`src/rtl/slrd_pkg.sv`:
```
// Shared types and constants for the SLIP receive ring deframer.
// No dependencies; imported by the controller, datapath and top level.
package slrd_pkg;

  localparam int unsigned BufDepthDef = 2048;
  localparam int unsigned CfgW        = 11;
  localparam logic [CfgW-1:0] MaxLenRst = 11'd1280;

  localparam logic [7:0] CH_END     = 8'o300;
  localparam logic [7:0] CH_ESC     = 8'o333;
  localparam logic [7:0] CH_ESC_END = 8'o334;
  localparam logic [7:0] CH_ESC_ESC = 8'o335;

  typedef enum logic [1:0] {
    MODE_NORMAL,
    MODE_ESCAPE,
    MODE_RUBBISH
  } rx_mode_e;

  typedef enum logic [3:0] {
    ST_IDLE,
    ST_DISPATCH,
    ST_PREV_RD,
    ST_PREV_CK,
    ST_RD_BYTE,
    ST_RD_CODE,
    ST_REL,
    ST_SRCH_RD,
    ST_SRCH_CK,
    ST_EMIT
  } ctrl_state_e;

  typedef enum logic [3:0] {
    DP_NOP,
    DP_LOAD,
    DP_LINE,
    DP_PREV_RD,
    DP_PREV_CK,
    DP_RD_START,
    DP_RD_BYTE,
    DP_RD_CODE,
    DP_DROP,
    DP_REL,
    DP_SRCH_CK,
    DP_EMIT
  } dp_op_e;

  typedef struct packed {
    logic is_read;
    logic have_frame;
    logic over_len;
    logic line_prev;
    logic esc_mid;
    logic nxt_is_end;
    logic srch_end;
    logic rdata_end;
    logic out_free;
  } dp_status_t;

endpackage

```
`src/rtl/slrd_ctrl.sv`:
```
// Controller state machine for the SLIP receive ring deframer.
// Depends on slrd_pkg; drives slrd_datapath through dp_op_e commands.
module slrd_ctrl (
  input  logic                clk_i,
  input  logic                rst_ni,
  input  logic                req_valid_i,
  output logic                req_ready_o,
  input  slrd_pkg::dp_status_t st_i,
  output slrd_pkg::dp_op_e    op_o
);
  import slrd_pkg::*;

  ctrl_state_e state_q, state_d;

  always_ff @(posedge clk_i or negedge rst_ni) begin
    if (!rst_ni) begin
      state_q <= ST_IDLE;
    end else begin
      state_q <= state_d;
    end
  end

  always_comb begin
    state_d = state_q;
    case (state_q)
      ST_IDLE:     if (req_valid_i) state_d = ST_DISPATCH;
      ST_DISPATCH: begin
        if (!st_i.is_read) begin
          state_d = st_i.line_prev ? ST_PREV_RD : ST_EMIT;
        end else if (!st_i.have_frame) begin
          state_d = ST_EMIT;
        end else if (st_i.over_len) begin
          state_d = ST_REL;
        end else begin
          state_d = ST_RD_BYTE;
        end
      end
      ST_PREV_RD:  state_d = ST_PREV_CK;
      ST_PREV_CK:  state_d = ST_EMIT;
      ST_RD_BYTE: begin
        if (st_i.esc_mid) begin
          state_d = ST_RD_CODE;
        end else begin
          state_d = st_i.nxt_is_end ? ST_REL : ST_EMIT;
        end
      end
      ST_RD_CODE:  state_d = st_i.nxt_is_end ? ST_REL : ST_EMIT;
      ST_REL:      state_d = ST_SRCH_RD;
      ST_SRCH_RD:  state_d = st_i.srch_end ? ST_EMIT : ST_SRCH_CK;
      ST_SRCH_CK:  state_d = st_i.rdata_end ? ST_EMIT : ST_SRCH_RD;
      ST_EMIT:     if (st_i.out_free) state_d = ST_IDLE;
      default:     state_d = ST_IDLE;
    endcase
  end

  always_comb begin
    op_o        = DP_NOP;
    req_ready_o = 1'b0;
    case (state_q)
      ST_IDLE: begin
        req_ready_o = 1'b1;
        if (req_valid_i) op_o = DP_LOAD;
      end
      ST_DISPATCH: begin
        if (!st_i.is_read) begin
          op_o = DP_LINE;
        end else if (!st_i.have_frame) begin
          op_o = DP_NOP;
        end else if (st_i.over_len) begin
          op_o = DP_DROP;
        end else begin
          op_o = DP_RD_START;
        end
      end
      ST_PREV_RD: op_o = DP_PREV_RD;
      ST_PREV_CK: op_o = DP_PREV_CK;
      ST_RD_BYTE: op_o = DP_RD_BYTE;
      ST_RD_CODE: op_o = DP_RD_CODE;
      ST_REL:     op_o = DP_REL;
      ST_SRCH_CK: op_o = DP_SRCH_CK;
      ST_EMIT:    if (st_i.out_free) op_o = DP_EMIT;
      default:    op_o = DP_NOP;
    endcase
  end

endmodule

```
`config.mk`:
```
export PLATFORM = sky130hd
export DESIGN_NAME = slrd_ctrl
export DESIGN_NICKNAME = d
export VERILOG_FILES = /design/src/rtl/slrd_pkg.sv /design/src/rtl/slrd_ctrl.sv
export SDC_FILE = /design/constraint.sdc
export NUM_CORES = 1
export LEC_CHECK = 0
export ABC_CLOCK_PERIOD_IN_PS = 1360
export BUFFER_PORTS_ARGS = -buffer_cell sky130_fd_sc_hd__buf_2
export CORE_AREA = 2 2 39 41
export CTS_BUF_LIST = sky130_fd_sc_hd__clkbuf_2
export DETAILED_ROUTE_END_ITERATION = 10
export DIE_AREA = 0 0 41 43
export RECOVER_POWER = 50
export SLEW_MARGIN = 30
export SYNTH_ARGS = -nofsm -noshare
export SYNTH_HDL_FRONTEND = slang
export SYNTH_SLANG_ARGS = --single-unit
```
`constraint.sdc`:
```
create_clock -name clk_i -period 1.36 [get_ports clk_i]
set_input_delay 0.068 -clock clk_i [delete_from_list [all_inputs] [get_ports clk_i]]
set_output_delay 0.068 -clock clk_i [all_outputs]
set_load 0.005 [all_outputs]
```
==> impl_metrics.csv <==
group,metric,value,unit
pwr,seqPwrFrac,0.147,
cells_and_area,largest_register,"state_q",
cts,cts_root_buf,"clkbuf_2",
placement,gp_congestion,0.784,
setup_path,start_kind,"flip-flop",
yosys,synth_top_area_frac,0.200,
yosys,avgSynthCellArea,7.94,µm²
floorplan,die_y,43,µm
setup_path,cp_data_required_time,1.29,ns
placement,io_buffers,16,
timing,relSlewSlack,0.822,
cells_and_area,fin_util,0.599,
outcome,violations,"negative setup slack",
setup_path,worst-path-max-fanout,7,
setup_path,rrSetupSlack,-0.09,ns
job,drv_cap,0,
grt,grt_overflow,0,
detailed_routing,vias_per_cell,5.59,
hold_path,holdCritStartpoint,"req_valid_i",
detailed_routing,via_count,626,
pwr,p_clk_frac,0.059,
yosys,synth_common_cells,"nand2_1, nor2_1, dfrtp_1, inv_1",
floorplan,ios,17,
yosys,yosys-top-cells-area,"dfrtp_1, a221oi_2, nand2_1",
yosys,yosysSeqAreaShare,0.200,
setup_path,crit_buf_inv,3,
detailed_routing,firstDrtPassIters,4,
setup_path,slowest_delay,0.48,ns
cells_and_area,fin_cells,112,
grt,globalRouteTotalUtil,0.220,
pwr,netSwitchingPower,0.804,mW
detailed_routing,antenna_left,0,
yosys,synthArstFlopShare,1.00,
cts,clk_pin_slew,0.04,ns
floorplan,num_rows,14,
cells_and_area,final_nets,110,
setup_path,worstRegToRegCells,5,
yosys,synthCells,63,
cts,clkSinkCount,4,
pwr,power_frac_comb,0.794,
pwr,p_leak,0.376,nW
timing,rsz0062_at_grt,"true",
hold_path,whs_path_depth,3,
timing,fmax,682,MHz
cells_and_area,nFillCells,129,
yosys,ys.flop_type,"dfrtp_1",
setup_path,r2r-start,"state_q[2]",
setup_path,crit_slowest_cell,"dfrtp_2",
pwr,ir_worst_vdd,0.00122,V
cells_and_area,reg_top3,"state_q (4)",
grt,grt_pass1_vias,581,
detailed_routing,wl,1.68,mm
outcome,status,"finished with violations",
grt,antenna_found_initial,0,
cts,clkLatencyLatePin,0.21,ns
floorplan,start_util,0.362,
cts,htree_levels,1,
cts,clock_path_buffers,2,
grt,grt_max_degree,8,
cells_and_area,final_cell_area,830,µm²
cells_and_area,largest_register_ffs,4,
cells_and_area,final_layout_size_suffix_gt1_frac,0.594,
setup_path,path_cells,"buf_4 -> buf_4 -> nor4_4 -> buf_2",
setup_path,crit_arrival,1.40,ns
pwr,netSwitchingFraction,0.440,
detailed_routing,drc,0,
cells_and_area,antenna_cells,0,
floorplan,die-area,0.00176,mm²
placement,post_dp_cell_area,641,µm²
placement,hpwl,1.12,mm
timing,fin_worst_skew,0.00262,ns
yosys,yosysWarnings,0,
timing,period_share,1.08,
setup_path,end_kind,"output pin",
yosys,ys_ff_latch,4,
timing,worst_slack,-0.105,ns
timing,finalHoldViolations,0,
timing,finalCriticalPeriod,1.47,ns
grt,grt_pass1_wl,2.55,mm
cts,cts_buffers,3,
setup_path,cp_common_cell,"buf_4",
pwr,power.internal,1.02,mW
yosys,synth.distinct_cells,33,
timing,worst_slew_pin_slew,0.263,ns
yosys,yosysTopAreaCell,"dfrtp_1",
floorplan,die_x,41,µm
yosys,synth-edff-count,0,
detailed_routing,wl_per_cell,15.0,µm
yosys,synth_area,500,µm²
setup_path,reg2reg_to,"state_q[0]",
cts,cts_tree,"built",
timing,setup_tns,-0.355,ns
timing,final-setup-viol-count,6,
placement,place_inst,101,
detailed_routing,drtIter0Drc,18,
yosys,syn_nets,75,
floorplan,core,0.00138,mm²
setup_path,crit_family,"flip-flops",
pwr,powerDensity,2200,mW/mm²
timing,maxSlewViolCount,0,
cells_and_area,area_growth_syn_to_layout,65.8,%
setup_path,path_class,"reg2out",
hold_path,hp-class,"in2reg",
hold_path,hold_end,"state_q[0]",
[metal layers]
layer	GRT usage	wire, µm
met3	0.0471	55
met5	0	0
met1	0.269	708
met4	0.100	0
met2	0.350	915
[worst max-delay path by stage]
| stage | depth (start not counted) | endpoint | slack (ns) | startpoint |
|---|---|---|---|---|
| after floorplan | 3 | state_q[0] | 0.08 | state_q[0] |
| after global placement | 4 | state_q[0] | 0.02 | state_q[3] |
| after detailed placement | 4 | state_q[0] | 0.005 | state_q[2] |
| after CTS | 6 | op_o[0] | -0.06 | state_q[2] |
| after global routing | 6 | op_o[0] | -0.16 | state_q[3] |
| final | 4 | req_ready_o | -0.11 | state_q[3] |
[placed cells by master, fill, tap and decap left out, types with 2 or more instances in the layout]
cell type | synthesis | final
a211o_1 | 2 | 2
a21oi_2 | 0 | 3
a221oi_2 | 2 | 2
buf_2 | 1 | 15
buf_4 | 1 | 10
buf_6 | 2 | 7
clkbuf_2 | 0 | 3
dfrtp_1 | 4 | 2
dfrtp_2 | 0 | 2
inv_1 | 4 | 3
nand2_1 | 7 | 6
nor2_1 | 7 | 5
nor2_4 | 0 | 2
nor2b_4 | 0 | 2
o21a_1 | 2 | 2
o21ai_0 | 3 | 2
o21ai_1 | 2 | 2
o311ai_1 | 2 | 2
[through the flow]
step	power, mW	hold slack, ns	setup slack [ns]
finish	1.83	0.146	-0.105
global route	1.96	0.151	-0.158
CTS	1.67	0.122	-0.0618
detailed placement	1.29	-0.123	0.00476
global placement	1.28	-0.126	0.0201
floorplan	0.947	-0.228	0.0753
[power groups by stage]
stage	Clock [mW]	Combinational (mW)	Sequential [mW]
global route	0.119	1.56	0.277
finish	0.108	1.45	0.269
global placement	0	1.03	0.255
floorplan	0	0.716	0.232
CTS	0.112	1.30	0.256
detailed placement	0	1.04	0.254
[tightest hold or removal path, cell delays in order]
cell and delay (ns):
buf_2 0.11, inv_1 0.07, a221oi_2 0.06
[cells by family after synthesis]
| logic type | synth area share |
|---|---|
| compound gates | 0.360 |
| buf+inv | 0.100 |
| flops | 0.200 |
| mux | 0.0425 |
| simple gates | 0.298 |
[final cells by class]
class,instances,area [µm²],share of cell area
Inverter,4,17.5,0.0211
Timing Repair Buffer,34,243,0.293
Multi-Input combinational cell,51,432,0.520
Tap cell,16,20.0,0.0241
Sequential cell,4,103,0.124
Clock buffer,3,15.0,0.0181
[what timing repair did]
item	CTS	global route
gates resized for setup	19	11
hold buffers	1	0
hold endpoints to repair	4	0
pin swaps	7	4
endpoints found under the setup margin	6	8
setup buffers	6	1
Note: power is estimated with default switching activity, not from simulation.
